--- src/rtl/cppi_pkg.sv ---
`timescale 1ns / 1ps

package cppi_pkg;

  // Fixed sizes of the block.
  localparam int MAX_LENGTH  = 4096;
  localparam int SAMPLE_BITS = 16;
  localparam int IDX_W       = $clog2(MAX_LENGTH);
  localparam int MOD_W       = 13;
  localparam int CORR_W      = 16;
  localparam int DEN_W       = SAMPLE_BITS + 1;

  // The correction is n * 2^14 / d with n < d, so it has 14 magnitude bits.
  localparam int QUOT_W      = 14;
  localparam int STEP_W      = $clog2(QUOT_W);

  // Register map.
  localparam int CFG_ADDR_W  = 3;
  localparam int CFG_DATA_W  = 32;
  localparam logic CFG_IDX_MODULUS = 1'b0;
  localparam logic [MOD_W-1:0] MODULUS_RESET = MOD_W'(1024);
  localparam logic [MOD_W-1:0] MODULUS_MIN   = MOD_W'(3);
  localparam logic [MOD_W-1:0] MODULUS_MAX   = MOD_W'(MAX_LENGTH);

  // Stream widths.
  localparam int IN_DATA_W  = 16;
  localparam int OUT_DATA_W = 32;

  // One peak waiting for its division.
  typedef struct packed {
    logic [IDX_W-1:0]       peak_index;
    logic [SAMPLE_BITS-1:0] num_mag;
    logic [DEN_W-1:0]       den_mag;
    logic                   negative;
  } cppi_job_t;

  // One finished result.
  typedef struct packed {
    logic [CORR_W-1:0] correction;
    logic [IDX_W-1:0]  peak_index;
  } cppi_result_t;

endpackage

--- src/rtl/cppi_front.sv ---
`timescale 1ns / 1ps

module cppi_front (
  input  logic                           clk,
  input  logic                           rst_n,
  input  logic [cppi_pkg::MOD_W-1:0]     modulus,
  input  logic                           in_valid,
  output logic                           in_ready,
  input  logic [cppi_pkg::SAMPLE_BITS-1:0] in_sample,
  output logic                           job_valid,
  input  logic                           job_ready,
  output cppi_pkg::cppi_job_t            job
);
  import cppi_pkg::*;

  localparam logic [1:0] PRIMED_FULL = 2'd2;

  logic [SAMPLE_BITS-1:0] older_r, older_nxt;
  logic [SAMPLE_BITS-1:0] middle_r, middle_nxt;
  logic [IDX_W-1:0]       wi_r, wi_nxt;
  logic [1:0]             primed_r, primed_nxt;

  logic [MOD_W-1:0]       eff_mod;
  logic [IDX_W-1:0]       cur_idx;
  logic [IDX_W-1:0]       mid_idx;
  logic [MOD_W-1:0]       cur_inc;
  logic                   is_peak;
  logic                   accept;
  logic [DEN_W:0]         den_full;

  // Clamp the modulus into its legal range.
  always_comb begin
    if (modulus < MODULUS_MIN) begin
      eff_mod = MODULUS_MIN;
    end else if (modulus > MODULUS_MAX) begin
      eff_mod = MODULUS_MAX;
    end else begin
      eff_mod = modulus;
    end
  end

  // Circular index of this sample and of the middle one.
  always_comb begin
    cur_idx = ({1'b0, wi_r} < eff_mod) ? wi_r : '0;
    mid_idx = (cur_idx == '0) ? IDX_W'(eff_mod - MOD_W'(1)) : cur_idx - IDX_W'(1);
    cur_inc = {1'b0, cur_idx} + MOD_W'(1);
  end

  // A strict local maximum in the middle once two samples are held.
  assign is_peak = (primed_r == PRIMED_FULL) && (middle_r > older_r) && (middle_r > in_sample);

  // Magnitudes for the divider: |t1 - t2| and 2t - t1 - t2.
  assign den_full = {1'b0, middle_r, 1'b0} - (DEN_W+1)'(older_r) - (DEN_W+1)'(in_sample);

  always_comb begin
    job.peak_index = mid_idx;
    job.negative   = older_r > in_sample;
    job.num_mag    = (older_r >= in_sample) ? older_r - in_sample : in_sample - older_r;
    job.den_mag    = den_full[DEN_W-1:0];
  end

  // Hold off only when no queue slot is free.
  assign in_ready  = job_ready;
  assign accept    = in_valid && in_ready;
  assign job_valid = accept && is_peak;

  // Sample history and index update.
  always_comb begin
    older_nxt  = older_r;
    middle_nxt = middle_r;
    wi_nxt     = wi_r;
    primed_nxt = primed_r;
    if (accept) begin
      older_nxt  = middle_r;
      middle_nxt = in_sample;
      wi_nxt     = (cur_inc >= eff_mod) ? '0 : cur_inc[IDX_W-1:0];
      if (primed_r != PRIMED_FULL) begin
        primed_nxt = primed_r + 2'd1;
      end
    end
  end

  always_ff @(posedge clk) begin
    if (!rst_n) begin
      older_r  <= '0;
      middle_r <= '0;
      wi_r     <= '0;
      primed_r <= '0;
    end else begin
      older_r  <= older_nxt;
      middle_r <= middle_nxt;
      wi_r     <= wi_nxt;
      primed_r <= primed_nxt;
    end
  end

endmodule

--- src/rtl/cppi_queue.sv ---
`timescale 1ns / 1ps

module cppi_queue (
  input  logic                clk,
  input  logic                rst_n,
  input  logic                push_valid,
  output logic                push_ready,
  input  cppi_pkg::cppi_job_t push_job,
  output logic                pop_valid,
  input  logic                pop_ready,
  output cppi_pkg::cppi_job_t pop_job
);
  import cppi_pkg::*;

  localparam logic [1:0] DEPTH = 2'd2;

  cppi_job_t  slot_r [2];
  logic       wr_ptr_r, wr_ptr_nxt;
  logic       rd_ptr_r, rd_ptr_nxt;
  logic [1:0] count_r, count_nxt;
  logic       do_push;
  logic       do_pop;

  assign push_ready = (count_r != DEPTH);
  assign pop_valid  = (count_r != 2'd0);
  assign pop_job    = slot_r[rd_ptr_r];
  assign do_push    = push_valid && push_ready;
  assign do_pop     = pop_valid && pop_ready;

  // Pointer and fill bookkeeping.
  always_comb begin
    wr_ptr_nxt = do_push ? ~wr_ptr_r : wr_ptr_r;
    rd_ptr_nxt = do_pop ? ~rd_ptr_r : rd_ptr_r;
    count_nxt  = count_r;
    if (do_push && !do_pop) begin
      count_nxt = count_r + 2'd1;
    end else if (do_pop && !do_push) begin
      count_nxt = count_r - 2'd1;
    end
  end

  always_ff @(posedge clk) begin
    if (!rst_n) begin
      wr_ptr_r <= 1'b0;
      rd_ptr_r <= 1'b0;
      count_r  <= '0;
    end else begin
      wr_ptr_r <= wr_ptr_nxt;
      rd_ptr_r <= rd_ptr_nxt;
      count_r  <= count_nxt;
    end
  end

  // Entry storage.
  always_ff @(posedge clk) begin
    if (do_push) begin
      slot_r[wr_ptr_r] <= push_job;
    end
  end

endmodule

--- src/rtl/cppi_back.sv ---
`timescale 1ns / 1ps

module cppi_back (
  input  logic                   clk,
  input  logic                   rst_n,
  input  logic                   job_valid,
  output logic                   job_ready,
  input  cppi_pkg::cppi_job_t    job,
  output logic                   out_valid,
  input  logic                   out_ready,
  output cppi_pkg::cppi_result_t out_result
);
  import cppi_pkg::*;

  localparam logic [1:0] ST_IDLE = 2'd0;
  localparam logic [1:0] ST_DIV  = 2'd1;
  localparam logic [1:0] ST_DONE = 2'd2;
  localparam logic [STEP_W-1:0] LAST_STEP = STEP_W'(QUOT_W - 1);

  logic [1:0]             state_r, state_nxt;
  logic [STEP_W-1:0]      step_r, step_nxt;
  logic [DEN_W-1:0]       rem_r, rem_nxt;
  logic [DEN_W-1:0]       den_r, den_nxt;
  logic [QUOT_W-1:0]      quot_r, quot_nxt;
  logic                   neg_r, neg_nxt;
  logic [IDX_W-1:0]       idx_r, idx_nxt;
  logic                   out_valid_r, out_valid_nxt;
  cppi_result_t           out_r, out_nxt;

  logic [DEN_W:0]         rem_dbl;
  logic                   fits;
  logic [CORR_W-1:0]      mag_ext;
  logic                   out_free;

  assign job_ready  = (state_r == ST_IDLE);
  assign out_valid  = out_valid_r;
  assign out_result = out_r;
  assign out_free   = !out_valid_r || out_ready;

  // One restoring division step: shift the remainder, subtract if it fits.
  assign rem_dbl = {rem_r, 1'b0};
  assign fits    = rem_dbl >= {1'b0, den_r};
  assign mag_ext = CORR_W'(quot_r);

  always_comb begin
    state_nxt     = state_r;
    step_nxt      = step_r;
    rem_nxt       = rem_r;
    den_nxt       = den_r;
    quot_nxt      = quot_r;
    neg_nxt       = neg_r;
    idx_nxt       = idx_r;
    out_valid_nxt = out_valid_r && !out_ready;
    out_nxt       = out_r;
    unique case (state_r)
      ST_IDLE: begin
        if (job_valid) begin
          rem_nxt   = DEN_W'(job.num_mag);
          den_nxt   = job.den_mag;
          neg_nxt   = job.negative;
          idx_nxt   = job.peak_index;
          quot_nxt  = '0;
          step_nxt  = '0;
          state_nxt = ST_DIV;
        end
      end
      ST_DIV: begin
        rem_nxt  = fits ? DEN_W'(rem_dbl - {1'b0, den_r}) : rem_dbl[DEN_W-1:0];
        quot_nxt = {quot_r[QUOT_W-2:0], fits};
        step_nxt = step_r + STEP_W'(1);
        if (step_r == LAST_STEP) begin
          state_nxt = ST_DONE;
        end
      end
      ST_DONE: begin
        // Apply the sign and hand over once the output register is free.
        if (out_free) begin
          out_valid_nxt      = 1'b1;
          out_nxt.peak_index = idx_r;
          if (den_r == '0) begin
            out_nxt.correction = '0;
          end else begin
            out_nxt.correction = neg_r ? (~mag_ext + CORR_W'(1)) : mag_ext;
          end
          state_nxt = ST_IDLE;
        end
      end
      default: begin
        state_nxt = ST_IDLE;
      end
    endcase
  end

  always_ff @(posedge clk) begin
    if (!rst_n) begin
      state_r     <= ST_IDLE;
      out_valid_r <= 1'b0;
    end else begin
      state_r     <= state_nxt;
      out_valid_r <= out_valid_nxt;
    end
  end

  always_ff @(posedge clk) begin
    step_r <= step_nxt;
    rem_r  <= rem_nxt;
    den_r  <= den_nxt;
    quot_r <= quot_nxt;
    neg_r  <= neg_nxt;
    idx_r  <= idx_nxt;
    out_r  <= out_nxt;
  end

endmodule

--- src/rtl/circular_peak_pick_interp.sv ---
`timescale 1ns / 1ps

// Channel   Direction  Handshake              Payload
// in_       slave      in_tvalid/in_tready    in_tdata[15:0] = sample
// out_      master     out_tvalid/out_tready  out_tdata[11:0] = peak_index,
//                                             out_tdata[27:12] = correction
// cfg_      APB slave  psel/penable/pready    register 0 at byte 0: index_modulus
//
// A sample that is no peak is absorbed as soon as in_tready is high. A peak occupies the
// back end while it takes the job, runs the 14 steps of the restoring divider, and then
// signs the quotient and loads the output register once that register is free.
// A two-entry queue lets the front keep taking samples while the divider works;
// in_tready falls only when the queue is full.
// Reset is synchronous and active low; it clears the history, the index and the
// modulus (back to 1024). Configuration writes leave the history untouched.

module circular_peak_pick_interp (
  input  logic                                clk,
  input  logic                                rst_n,
  input  logic                                in_tvalid,
  output logic                                in_tready,
  input  logic [cppi_pkg::IN_DATA_W-1:0]      in_tdata,   // [15:0] sample
  output logic                                out_tvalid,
  input  logic                                out_tready,
  output logic [cppi_pkg::OUT_DATA_W-1:0]     out_tdata,  // [11:0] peak_index,
                                                          // [27:12] correction
  input  logic                                cfg_psel,
  input  logic                                cfg_penable,
  input  logic                                cfg_pwrite,
  input  logic [cppi_pkg::CFG_ADDR_W-1:0]     cfg_paddr,
  input  logic [cppi_pkg::CFG_DATA_W-1:0]     cfg_pwdata,
  output logic [cppi_pkg::CFG_DATA_W-1:0]     cfg_prdata,
  output logic                                cfg_pready
);
  import cppi_pkg::*;

  logic [MOD_W-1:0] modulus_r, modulus_nxt;
  logic             cfg_write;
  logic             cfg_hit;
  logic             fq_valid, fq_ready;
  cppi_job_t        fq_job;
  logic             qb_valid, qb_ready;
  cppi_job_t        qb_job;
  cppi_result_t     result;

  // Configuration register.
  assign cfg_pready = 1'b1;
  assign cfg_hit    = (cfg_paddr[2] == CFG_IDX_MODULUS);
  assign cfg_write  = cfg_psel && cfg_penable && cfg_pwrite && cfg_pready;
  assign cfg_prdata = cfg_hit ? CFG_DATA_W'(modulus_r) : '0;

  always_comb begin
    modulus_nxt = modulus_r;
    if (cfg_write && cfg_hit) begin
      modulus_nxt = cfg_pwdata[MOD_W-1:0];
    end
  end

  always_ff @(posedge clk) begin
    if (!rst_n) begin
      modulus_r <= MODULUS_RESET;
    end else begin
      modulus_r <= modulus_nxt;
    end
  end

  // Front end: history, index and peak test.
  cppi_front u_front (
    .clk       (clk),
    .rst_n     (rst_n),
    .modulus   (modulus_r),
    .in_valid  (in_tvalid),
    .in_ready  (in_tready),
    .in_sample (in_tdata[SAMPLE_BITS-1:0]),
    .job_valid (fq_valid),
    .job_ready (fq_ready),
    .job       (fq_job)
  );

  // Queue of peaks waiting for the divider.
  cppi_queue u_queue (
    .clk        (clk),
    .rst_n      (rst_n),
    .push_valid (fq_valid),
    .push_ready (fq_ready),
    .push_job   (fq_job),
    .pop_valid  (qb_valid),
    .pop_ready  (qb_ready),
    .pop_job    (qb_job)
  );

  // Back end: serial divider and output register.
  cppi_back u_back (
    .clk        (clk),
    .rst_n      (rst_n),
    .job_valid  (qb_valid),
    .job_ready  (qb_ready),
    .job        (qb_job),
    .out_valid  (out_tvalid),
    .out_ready  (out_tready),
    .out_result (result)
  );

  assign out_tdata = OUT_DATA_W'(result);

endmodule

--- config.mk ---
export PLATFORM = sky130hd
export DESIGN_NAME = circular_peak_pick_interp
export DESIGN_NICKNAME = d
export VERILOG_FILES = /design/src/rtl/cppi_pkg.sv /design/src/rtl/cppi_front.sv /design/src/rtl/cppi_queue.sv /design/src/rtl/cppi_back.sv /design/src/rtl/circular_peak_pick_interp.sv
export SDC_FILE = /design/constraint.sdc
export NUM_CORES = 1
export LEC_CHECK = 0
export BUFFER_PORTS_ARGS = -buffer_cell sky130_fd_sc_hd__buf_2
export CORE_UTILIZATION = 63
export CTS_BUF_LIST = sky130_fd_sc_hd__clkbuf_8
export CTS_CLUSTER_DIAMETER = 40
export DETAILED_ROUTE_END_ITERATION = 16
export PLACE_DENSITY_LB_ADDON = 0.05
export SKIP_CTS_REPAIR_TIMING = 1
export SLEW_MARGIN = 20
export SYNTH_ARGS = -nofsm -noshare
export SYNTH_HDL_FRONTEND = slang
export SYNTH_SLANG_ARGS = --single-unit
export TNS_END_PERCENT = 5
--- constraint.sdc ---
create_clock -name clk -period 6.3 [get_ports clk]
set_input_delay 0.63 -clock clk [delete_from_list [all_inputs] [get_ports clk]]
set_output_delay 0.63 -clock clk [all_outputs]
set_load 0.01 [all_outputs]
# ---- After elaboration in Yosys (flattened, before gate mapping)
# Memory sizes are Yosys's and may differ from the RTL's. A register that Yosys moved wholly into a read port is not among the register bits.
# Index checks and enable logic that the tools add are counted.
dict set report totals {
  mem_count 1
  reg_bits 159
  ramBits 92
  latchBits 0
  word_cells 112
  out_inout_bits 67
  romBits 0
}
dict set report op_classes {
  mul 0
  n_eq_ne 9
  magnitude_cmp 9
  bitwise_logic 5
  shift 0
  mux 27
  div 0
  add_sub_neg 13
  reduce_logical 29
}
# name depth width read_ports rd_clocked_by_memory_dff write_ports line
set memory_table {}
lappend memory_table {u_queue.slot_r 2 46 1 1 1 cppi_queue.sv:17} ;# cppi_job_t slot_r [2];
# operator n
set ops {}
lappend ops {{$gt A16 B16 Y1} 3}
lappend ops {{$mux W13} 3}
lappend ops {{$mux W12} 3}
lappend ops {{$mux W17} 2}
lappend ops {{$pmux W17 S2} 1}
lappend ops {{$sub A17 B16 Y17} 2}
lappend ops {{$sub A16 B16 Y16} 2}
lappend ops {{$mux W14} 2}
lappend ops {{$pmux W14 S2} 1}
lappend ops {{$sub A12 B1 Y12 const B} 2}
lappend ops {{$ge A18 B17 Y1} 1}
lappend ops {{$logic_not A17 Y1} 1}
lappend ops {{$sub A17 B17 Y17} 1}
lappend ops {{$add A16 B1 Y16 const B} 1}
lappend ops {{$ge A16 B16 Y1} 1}
lappend ops {{$mux W16} 1}
lappend ops {{$not A14 Y16} 1}
lappend ops {{$add A12 B1 Y13 const B} 1}
lappend ops {{$ge A13 B13 Y1} 1}
lappend ops {{$gt A13 B13 Y1 const B} 1}
lappend ops {{$lt A12 B13 Y1} 1}
lappend ops {{$lt A13 B2 Y1 const B} 1}
lappend ops {{$logic_and A1 B1 Y1} 12}
lappend ops {{$logic_not A12 Y1} 1}
lappend ops {{other kinds (21)} 46}

# ---- Logic depth before layout (Yosys ltp)
# Gate-level depths: netlist of run 1.
dict set report logic_depth {
  depth_word 9
  mapped_depth 24
}

# ---- Hierarchy
# A second synthesis of run 1 with hierarchy kept.
dict set report hier_totals {
  hier_cells 1453
  hier_area_um2 15356.0
}
# mod seq_area_each_um2 area_per_inst_um2 cells_per_inst n_inst
set by_module_without_submodules {}
lappend by_module_without_submodules {cppi_front 920.9 6079.6 763 1}
lappend by_module_without_submodules {cppi_back 2852.7 4890.9 425 1}
lappend by_module_without_submodules {cppi_queue 2862.7 3558.4 167 1}
lappend by_module_without_submodules {circular_peak_pick_interp 260.2 827.0 98 1}

# ---- Worst setup path after synthesis of run 1
# OpenSTA, ideal clock, no wires.
dict set report synth_timing {
  path_kind {register to register}
  from {register modulus_r[5]}
  to {register u_front.wi_r[11]}
  period_less_slack_ns 5.515
  setup_time_ns 0.059
  arrival_ns 5.456
  stages_incl_launch_ff 24
  setup_slack_ns 0.785
  required_time_ns 6.241
  cell_sequence {dfxtp_1 > nor4_4 > nand4b_1 > o31ai_1 > nand2_1 > ha_1 > a21o_1 > a21o_1 > a2111oi_0 > o22a_1 > clkbuf_1 > nand2_1 > ha_1 > ha_1 > a21o_1 > a21o_1 > a21o_1 > a21oi_1 > o211ai_1 > nand2_1 > and3_1 > clkbuf_1 > o211ai_1 > nand2_1}
}
dict set report synth_via {
  elab_chain_len 8
}
# element line
set synth_lines {}
lappend synth_lines {{start: declaration} circular_peak_pick_interp.sv:37} ;# logic [MOD_W-1:0] modulus_r, modulus_nxt;
lappend synth_lines {{start signal: assignment} circular_peak_pick_interp.sv:63} ;# modulus_r <= modulus_nxt;
lappend synth_lines {{$gt A13 B13 Y1} cppi_front.sv:35} ;# end else if (modulus > MODULUS_MAX) begin
lappend synth_lines {{$mux W13} cppi_front.sv:35}
lappend synth_lines {{$mux W13 *} cppi_front.sv:33} ;# if (modulus < MODULUS_MIN) begin
lappend synth_lines {{$lt A12 B13 Y1} cppi_front.sv:44} ;# cur_idx = ({1'b0, wi_r} < eff_mod) ? wi_r : '0;
lappend synth_lines {{$mux W12} cppi_front.sv:44}
lappend synth_lines {{$add A12 B1 Y13} cppi_front.sv:46} ;# cur_inc = {1'b0, cur_idx} + MOD_W'(1);
lappend synth_lines {{$ge A13 B13 Y1} cppi_front.sv:76} ;# wi_nxt = (cur_inc >= eff_mod) ? '0 : cur_inc[IDX_W-1:0];
lappend synth_lines {{$mux W12 *} cppi_front.sv:76}
lappend synth_lines {{end signal: assignment} cppi_front.sv:92} ;# wi_r <= wi_nxt;
lappend synth_lines {{end: declaration} cppi_front.sv:20} ;# logic [IDX_W-1:0] wi_r, wi_nxt;
# Every way passes the cells marked *; elsewhere a longest branch is shown, timed or not.
# A chain may end at the register's enable or synchronous reset.

# ---- Final worst setup path of run 1
dict set report layout_timing {
  from {register modulus_r[2]}
  to {register u_front.wi_r[11]}
}
# The elaborated chain is that of the path after synthesis.

==> summary by stage, run 1 <==
Clock network
The CTS tree is done. The H-tree depth is 2. The post-CTS clock slew at the launch and capture registers of the worst setup and hold paths is 60 ps. For the worst-skew pair, the clock arrives at the later sink with an insertion delay of 560 ps. Clock tree synthesis inserted a total of 44 buffers.

Clock tree synthesis selected as its root buffer the cell sky130_fd_sc_hd__clkbuf_8. The number of sinks on the clock net is 252. In this run the deepest clock path goes through 3 buffers.

Timing
Setup slack closes at ~800 ps. For the final database, setup skew stands at between 20 and 30 ps. Of the available clock period, the critical path in the final layout requires 0.874. The number of hold violations in the final report was 0. The total setup violations reported at the end of the flow is 0. Setup repair after global routing left no endpoint under its margin. The highest attainable clock frequency is 0.182 GHz. The worst relative slew slack is 0.267. The count of final max-slew check failures is 0. In the final timing run, aggregate negative setup slack is 0 ps. On the final layout, the worst hold slack is 280 ps. The smallest clock period supported by the final layout is computed as 5500 ps. For the pin with the worst max-slew slack, the measured transition is 1100 ps.

Die
The total number of placement rows is 56. The die boundary height is ~160 um. The overall die area is around 25,000 um2. The initial standard-cell utilization of the core is 0.647. In this run the horizontal extent of the chip is between 150 and 200 um. The number of top-level pins is ~130. In this run the standard cell core region covers 23,600 um2.

Finish
The number of inserted diodes is 0. The number of nets in the layout is 1,738. In the final layout, the share of cells above drive strength 1 is 0.144. From synthesis to final layout, the design area changed by 10.1%.

Fill cells in the final layout number 1,784.

GRT
The number of antenna violations at the first check in global routing came to 1. Entering global routing, the biggest net connects 59 pins. The first-pass GRT wire length is roughly 50,000 um. The number of global-route vias before repair was between 9,000 and 10,000. The residual overflow from global routing is 0.

The aggregate global-route resource usage is 0.254.

Setup path
The largest individual stage delay along the critical path comes from the cell sky130_fd_sc_hd__nor3_1. The worst stage delay on the critical path is 450 ps. The number of buffers and inverters on the critical path is 1. The highest net fanout along the worst path is 11.

The critical path arrival is 6010 ps. The kind of end point of the critical path is a register. The cell class contributing the biggest share of worst-path delay is compound AO/OA/AOI/OAI gates.

Walking the worst path, the cells encountered are nor3_1 -> nand4b_1 -> o31ai_1 -> buf_4 -> nand2_1 -> ha_1 -> a21o_1 -> a221o_1 -> a2111oi_2 -> o22a_1 -> nand2_1 -> ha_1 -> ha_1 -> a21o_1 -> a21o_1 -> a21o_1 -> a21oi_1 -> o211ai_1 -> nand2_1 -> and3_1 -> o211ai_1 -> nand2_1. The type of element launching the critical path is a register. The critical path data required time is 6810 ps. The worst setup path category is register to register.

Detailed routing
Dividing the detail-routed wire length by the instance count gives between 15 and 20 um. Dividing the detail-routed via count by the number of cells gives 5.66. The number of search-and-repair iterations in the first detailed-routing pass is 5. The residual antenna-violating net count after detailed routing is 0.

The detailed-route via count is 10,600. The detailed-route DRC error count is 0. The number of DRC markers after the initial detailed-route iteration is roughly 730. The final wirelength is 30,500 um.

Logic synthesis
The synthesized instance count is 1,430. The synthesized flop and latch total is between 200 and 300. The post-synthesis cell area is 15,300 um2. The number of flops mapped to enable cells by yosys is around 190.

The share of the Yosys chip area taken by registers is 0.451. The async set or reset register ratio after synthesis is 0. The warning count from the yosys run is 0. A synthesized cell averages 10.7 um2. Synthesis instantiated 84 different standard cells from the library. The flip-flop cell with the highest count after synthesis is sky130_fd_sc_hd__edfxtp_1.

Placement
At the end of routability-driven placement, the weighted congestion stood at 0.898. The post-placement worst setup slack is 838 ps. Detailed placement ended at an HPWL of 22,500 um. Input and output buffers added on the ports amount to 79.

Power and ir drop
Across the VDD grid, the largest voltage drop is 345 uV. Power spread over the standard cell area amounts to 392 nW/um2. The leakage power is ~6.7 nW.

Job
The max-capacitance violation count is 0.

Outcome
The flow ran to the end, and the final reports show no timing, DRC or antenna violations.

Hold path
In this run the worst hold path is classified as input pin to register.
==> cells in the final DEF, fill, tap and decap left out, types with 9 or more instances in the layout <==
| cell type | count |
|---|---|
| sky130_fd_sc_hd__o21ai_0 | 34 |
| sky130_fd_sc_hd__a21o_1 | 22 |
| sky130_fd_sc_hd__mux2i_1 | 25 |
| sky130_fd_sc_hd__nor2b_1 | 41 |
| sky130_fd_sc_hd__a22o_1 | 12 |
| sky130_fd_sc_hd__xnor2_1 | 40 |
| sky130_fd_sc_hd__inv_1 | 91 |
| sky130_fd_sc_hd__nand4_1 | 13 |
| sky130_fd_sc_hd__buf_2 | 79 |
| sky130_fd_sc_hd__edfxtp_1 | 185 |
| sky130_fd_sc_hd__a21boi_0 | 51 |
| sky130_fd_sc_hd__clkbuf_8 | 44 |
| sky130_fd_sc_hd__nand2_1 | 137 |
| sky130_fd_sc_hd__a21oi_1 | 69 |
| sky130_fd_sc_hd__fa_1 | 18 |
| sky130_fd_sc_hd__nand2b_1 | 15 |
| sky130_fd_sc_hd__ha_1 | 144 |
| sky130_fd_sc_hd__and2_1 | 26 |
| sky130_fd_sc_hd__dfxtp_1 | 66 |
| sky130_fd_sc_hd__a211oi_1 | 19 |
| sky130_fd_sc_hd__mux2_2 | 33 |
| sky130_fd_sc_hd__nor2_1 | 92 |
| sky130_fd_sc_hd__o21a_1 | 11 |
| sky130_fd_sc_hd__nor3_1 | 27 |
| sky130_fd_sc_hd__xor2_1 | 32 |
| sky130_fd_sc_hd__o31ai_1 | 11 |
| sky130_fd_sc_hd__nand3_1 | 10 |
| sky130_fd_sc_hd__conb_1 | 24 |
| sky130_fd_sc_hd__buf_4 | 12 |
| sky130_fd_sc_hd__and3_1 | 10 |
| sky130_fd_sc_hd__clkinv_2 | 9 |
==> per-layer routing <==
| layer | vias to the layer above | share of wire | global-route usage |
|---|---|---|---|
| met4 | 0 | 0.018 | 0.0703 |
| met2 | 272 | 0.43 | 0.383 |
| met5 | - | 0 | 0 |
| met3 | 49 | 0.051 | 0.0413 |
| li1 | 5282 | - | - |
| met1 | 5000 | 0.50 | 0.377 |
==> cell type report <==
| class | instances | area, um2 | share of cell area |
|---|---|---|---|
| Timing Repair Buffer | 91 | 485 | 0.0289 |
| Clock inverter | 37 | 328 | 0.0195 |
| Sequential cell | 252 | 6900 | 0.410 |
| Clock buffer | 44 | 606 | 0.0360 |
| Tap cell | 319 | 399 | 0.0237 |
| Inverter | 83 | 312 | 0.0185 |
| Multi-Input combinational cell | 1046 | 7790 | 0.463 |
==> worst paths after layout <==
check                                       endpoint  cells after the start       startpoint  slack [ps]
worst max register to register      u_front.wi_r[11]                     22     modulus_r[2]         800
worst min-delay path                   modulus_r[10]                      3   cfg_pwdata[10]         280
worst max-delay path                u_front.wi_r[11]                     22     modulus_r[2]         800
worst min register to register  u_back.out_result[4]                      0  u_back.idx_r[4]         420
==> tightest hold or removal path, cell delays in order <==
cell                      delay, ps
sky130_fd_sc_hd__buf_2           70
sky130_fd_sc_hd__nand2_1         40
sky130_fd_sc_hd__nand3_1         70
==> per-stage QoR <==
step	power, mW	area (um2)	utilization	cells
2_1_floorplan	4.45	15400	-	1452
3_3_place_gp	4.95	15900	0.673	1791
3_5_place_dp	5.02	15900	0.673	1791
4_1_cts	6.62	16800	0.712	1872
5_1_grt	7.03	16800	0.712	1872
6_report	6.59	16800	0.712	1872
==> registers in the layout, indices dropped and copies added (netlist names), 13 cells and up, named ones only <==
| signal | flops |
|---|---|
| u_queue.slot_r | 92 |
| u_back.out_result | 28 |
| u_back.den_r | 17 |
| u_back.rem_r | 17 |
| u_front.middle_r | 16 |
| u_front.older_r | 16 |
| u_back.quot_r | 14 |
| modulus_r | 13 |
==> cells in the mapped netlist (11+ instances only) <==
cell type                  instances  area (um2)
sky130_fd_sc_hd__o31ai_1          11        82.6
sky130_fd_sc_hd__o21a_1           11        82.6
sky130_fd_sc_hd__and2_1           27         169
sky130_fd_sc_hd__a21oi_1          69         345
sky130_fd_sc_hd__inv_1            82         308
sky130_fd_sc_hd__mux2_2           33         372
sky130_fd_sc_hd__nand2_1         137         514
sky130_fd_sc_hd__ha_1            144        1800
sky130_fd_sc_hd__edfxtp_1        185        5560
sky130_fd_sc_hd__nor2b_1          44         275
sky130_fd_sc_hd__clkbuf_1         35         131
sky130_fd_sc_hd__a22o_1           12         105
sky130_fd_sc_hd__xnor2_1          40         350
sky130_fd_sc_hd__nand2b_1         15        93.8
sky130_fd_sc_hd__nand4_1          13        81.3
sky130_fd_sc_hd__mux2i_1          25         250
sky130_fd_sc_hd__fa_1             18         360
sky130_fd_sc_hd__buf_4            25         188
sky130_fd_sc_hd__a21o_1           22         165
sky130_fd_sc_hd__o21ai_0          34         170
sky130_fd_sc_hd__dfxtp_1          67        1340
sky130_fd_sc_hd__a211oi_1         19         143
sky130_fd_sc_hd__nor2_1           93         349
sky130_fd_sc_hd__a21boi_0         51         383
sky130_fd_sc_hd__nor3_1           27         135
sky130_fd_sc_hd__xor2_1           32         280
==> report_power, final <==
part	leakage, nW	internal [mW]	switching (mW)	total [mW]
Combinational	3.90	1.01	1.48	2.49
Sequential	2.24	2.30	0.229	2.53
Clock	0.506	0.879	0.692	1.57
Total	6.65	4.19	2.41	6.59
==> cell families after synthesis <==
logic type	after synthesis	share of synthesized area
DFF	252	0.451
xor gates and xnor gates	72	0.0413
other	2	0.000492
and+or+nand+nor	426	0.139
AOI/OAI and AO/OA	304	0.139
adders and majority gates	162	0.142
muxes	58	0.0407
buffers and inverters	154	0.0459
(Power assumes the default switching activity.)
==> inputs of run 2 (changes only) <==
--- a/config.mk
+++ b/config.mk
@@ -10,6 +10,7 @@
 export CTS_BUF_LIST = sky130_fd_sc_hd__clkbuf_8
 export CTS_CLUSTER_DIAMETER = 40
 export DETAILED_ROUTE_END_ITERATION = 16
+export MAX_ROUTING_LAYER = met4
 export PLACE_DENSITY_LB_ADDON = 0.05
 export SKIP_CTS_REPAIR_TIMING = 1
 export SLEW_MARGIN = 20
==> summary by stage, run 2 (same netlist as run 1, synthesis figures left out) <==
Hold path
The instance count along the most critical hold path is 3 (unchanged). The hold path endpoint is modulus_r[10]. The path category of the worst min-delay check is input pin to register. The hold path startpoint is cfg_pwdata[10].

Setup path
The worst setup path is launched from a register. The cell depth of the worst flop-to-flop path is 22 (unchanged). The critical path data required time came to 6790 ps (-20 ps). The critical path arrival is 6190 ps (+180 ps). The kind of end point of the critical path is a register. The buffer and inverter count on the worst path came to 1 (unchanged). The highest net fanout along the worst path is 11 (unchanged). The startpoint identified for the worst register-to-register timing path is modulus_r[2].

The setup slack on the worst flop-to-flop path came to 600 ps (-190 ps). The critical path is of the register to register type. The slowest stage of the critical path belongs to the cell sky130_fd_sc_hd__nor3_1.

In this run the critical register-to-register path is captured at u_front.wi_r[11]. The cell class contributing the biggest share of worst-path delay is compound AO/OA/AOI/OAI gates. The signal on the critical path passes through nor3_1 -> nand4b_1 -> o31ai_1 -> buf_4 -> nand2_1 -> ha_1 -> a21o_1 -> a221o_1 -> a2111oi_2 -> o22a_1 -> nand2_1 -> ha_1 -> ha_1 -> a21o_1 -> a21o_1 -> a21o_1 -> a21oi_1 -> o211ai_1 -> nand2_1 -> and3_1 -> o211ai_1 -> nand2_1. The worst stage delay on the critical path was 480 ps (+30 ps).

Detailed routing
The amount of wire on met3 after detailed routing is 1450 um (-6.7%). The wire length per cell is 16.4 um (+0.69%). The detailed-route via count is 10,500 (-0.57%). The detailed-route DRC error count was 0 (unchanged). The number of DRC markers after the initial detailed-route iteration was 794 (+8.5%).

The residual antenna-violating net count after detailed routing is 0 (unchanged). The post-route met1 wirelength was 15,400 um (+1.3%). The total met2 wirelength after detailed routing is 13,500 um (+1.9%). The mean number of vias per cell is 5.63 (-0.62%).

The number of search-and-repair iterations in the first detailed-routing pass is 5 (unchanged). The final wirelength came to 30,700 um (+0.74%). The highest metal layer carrying signal wires in the routed design is met4.

Clock network
TritonCTS built the clock tree. The buffer levels on the longest clock path was 3 (unchanged). The post-CTS clock slew at the launch and capture registers of the worst setup and hold paths is 60 ps (about the same). The H-tree depth is 2 (unchanged). The number of sinks on the clock net came to 252 (unchanged). The latest clock arrival within the worst-skew pair came to 560 ps (about the same). The root buffer cell is sky130_fd_sc_hd__clkbuf_8. The number of clock buffers inserted by TritonCTS is 44 (unchanged).

Timing
The number of hold violations in the final report is 0 (unchanged). The worst relative slew slack was 0.329 (+0.0621). The worst clock skew on the final layout is 15.4 ps (-11.7 ps).

The final setup TNS is 0 ps (unchanged). The final period demand of the worst path is 5700 ps (+192 ps). The total setup violations reported at the end of the flow is 0 (unchanged). The count of final max-slew check failures is 0 (unchanged). The part of the cycle the worst path needs is 0.904 (+0.0305). The slew at the pin closest to its max-slew limit is 1000 ps (-95.5 ps). The highest attainable clock frequency is 0.176 GHz (-3.4%).

Setup repair after global routing left no endpoint under its margin.

Finish
The number of flip-flops under the largest register name is 92 (unchanged). The number of inserted diodes is 0 (unchanged). Leaving out fill and tap cells, the most frequent cell in the layout is sky130_fd_sc_hd__edfxtp_1. The share of the core filled with cells was 0.707 (-0.00509). Relative to the synthesized area, the layout overhead comes to 9.29%. The number of nets in the layout came to 1,738 (unchanged). Ranked by flip-flop count, first place goes to u_queue.slot_r. The share of layout cells above drive strength 1 came to 0.142 (-0.00202). In the layout the commonest cells are 185 x sky130_fd_sc_hd__edfxtp_1, 144 x sky130_fd_sc_hd__ha_1, 137 x sky130_fd_sc_hd__nand2_1, 92 x sky130_fd_sc_hd__nor2_1, 92 x sky130_fd_sc_hd__inv_1.

Outcome
The flow ran to the end, and the final reports show no timing, DRC or antenna violations.

GRT
The first-pass GRT wire length is 49,500 um (-0.31%). The number of antenna violations at the first check in global routing was 0 (-1). The pin count of the biggest net entering global routing is 59 (unchanged). The number of global-route vias before repair is 9,959 (+0.66%). The residual overflow from global routing came to 0 (unchanged). The aggregate global-route resource usage is 0.261 (+0.00771).

Power and ir drop
The sequential group share of total power came to 0.396 (+0.013). The clock network fraction of total power is 0.213 (-0.025). The maximum VDD drop is 290 uV (-16%). The power per cell area is 381 nW/um2 (-2.7%).

The fraction of power spent switching nets is 0.374 (+0.00951). The leakage power is 6.60 nW (-0.78%). The part of the total power dissipated in combinational logic was 0.391 (+0.013). The internal power summed over all cells was 3.98 mW (-4.9%). The total power was 6.37 mW (-3.4%). The net switching power came to 2.38 mW (-0.90%).

Job
The max-capacitance violation count is 0 (unchanged).

Die
The number of top-level pins is 125 (unchanged). The overall die area is 24,900 um2 (unchanged). The die boundary height is 158 um (unchanged).

The total number of placement rows came to 56 (unchanged). The horizontal die dimension came to 158 um (unchanged). The area inside the core boundary is 23,600 um2 (unchanged). The initial standard-cell utilization of the core is 0.647 (unchanged).

Placement
The routability congestion estimate from global placement came to 0.916 (+2.1%). The number of port buffers came to 79 (unchanged). The post-detailed-placement half-perimeter wirelength is 22,800 um (+1.5%).
run 2: cell count changes in the layout (fill, tap and decap cells not counted), sizes merged:
cell	previous run	this run
bufinv	5	0
clkinv	18	22
inv	94	96
run 2: layer usage:
| metal | track usage | vias to the layer above |
|---|---|---|
| met2 | 0.391 | 252 |
| met4 | 0.0569 | 0 |
| met5 | - | - |
| li1 | - | 5289 |
| met3 | 0.0433 | 42 |
| met1 | 0.374 | 4960 |
run 2: cell type report:
class	instances	area [um2]
multi-input cells	1046	7790
fillers	1785	6910
clock inverters	38	206
inverters	83	312
clock buffers	44	606
flip-flops and latches	252	6900
well taps	319	399
repair buffers	91	485
run 2: power by group through the flow:
stage	logic, mW	registers [mW]	clock network [mW]
6_report	2.49	2.52	1.35
5_1_grt	2.80	2.56	1.46
4_1_cts	2.48	2.52	1.39
3_5_place_dp	2.46	2.55	0
3_3_place_gp	2.40	2.54	0
2_1_floorplan	1.98	2.47	0
run 2: worst max-delay path by stage:
stage,from,endpoint,cells after the start
2_1_floorplan,modulus_r[5],u_front.wi_r[11],23
3_3_place_gp,modulus_r[2],u_front.wi_r[11],22
3_5_place_dp,modulus_r[3],u_front.wi_r[11],22
4_1_cts,modulus_r[3],u_front.wi_r[11],22
5_1_grt,modulus_r[2],u_front.wi_r[11],22
6_report,modulus_r[2],u_front.wi_r[11],22
run 2: metrics by stage:
stage	cells	hold WS, ps	setup slack [ps]	cell area (um2)
floorplan	1452	400	785	15400
global placement	1791	400	800	15900
detailed placement	1791	407	656	15900
CTS	1873	268	633	16700
global route	1873	297	275	16700
finish	1873	296	603	16700
run 2: worst register-to-register path: cells and delay by family (launching register included):
family	cells	cell delay [ps]
buffers and inverters	1	200
flip-flops	1	370
adder cells (fa/ha/maj)	3	930
AND/OR/NAND/NOR	7	1610
AO/OA/AOI/OAI	11	2520
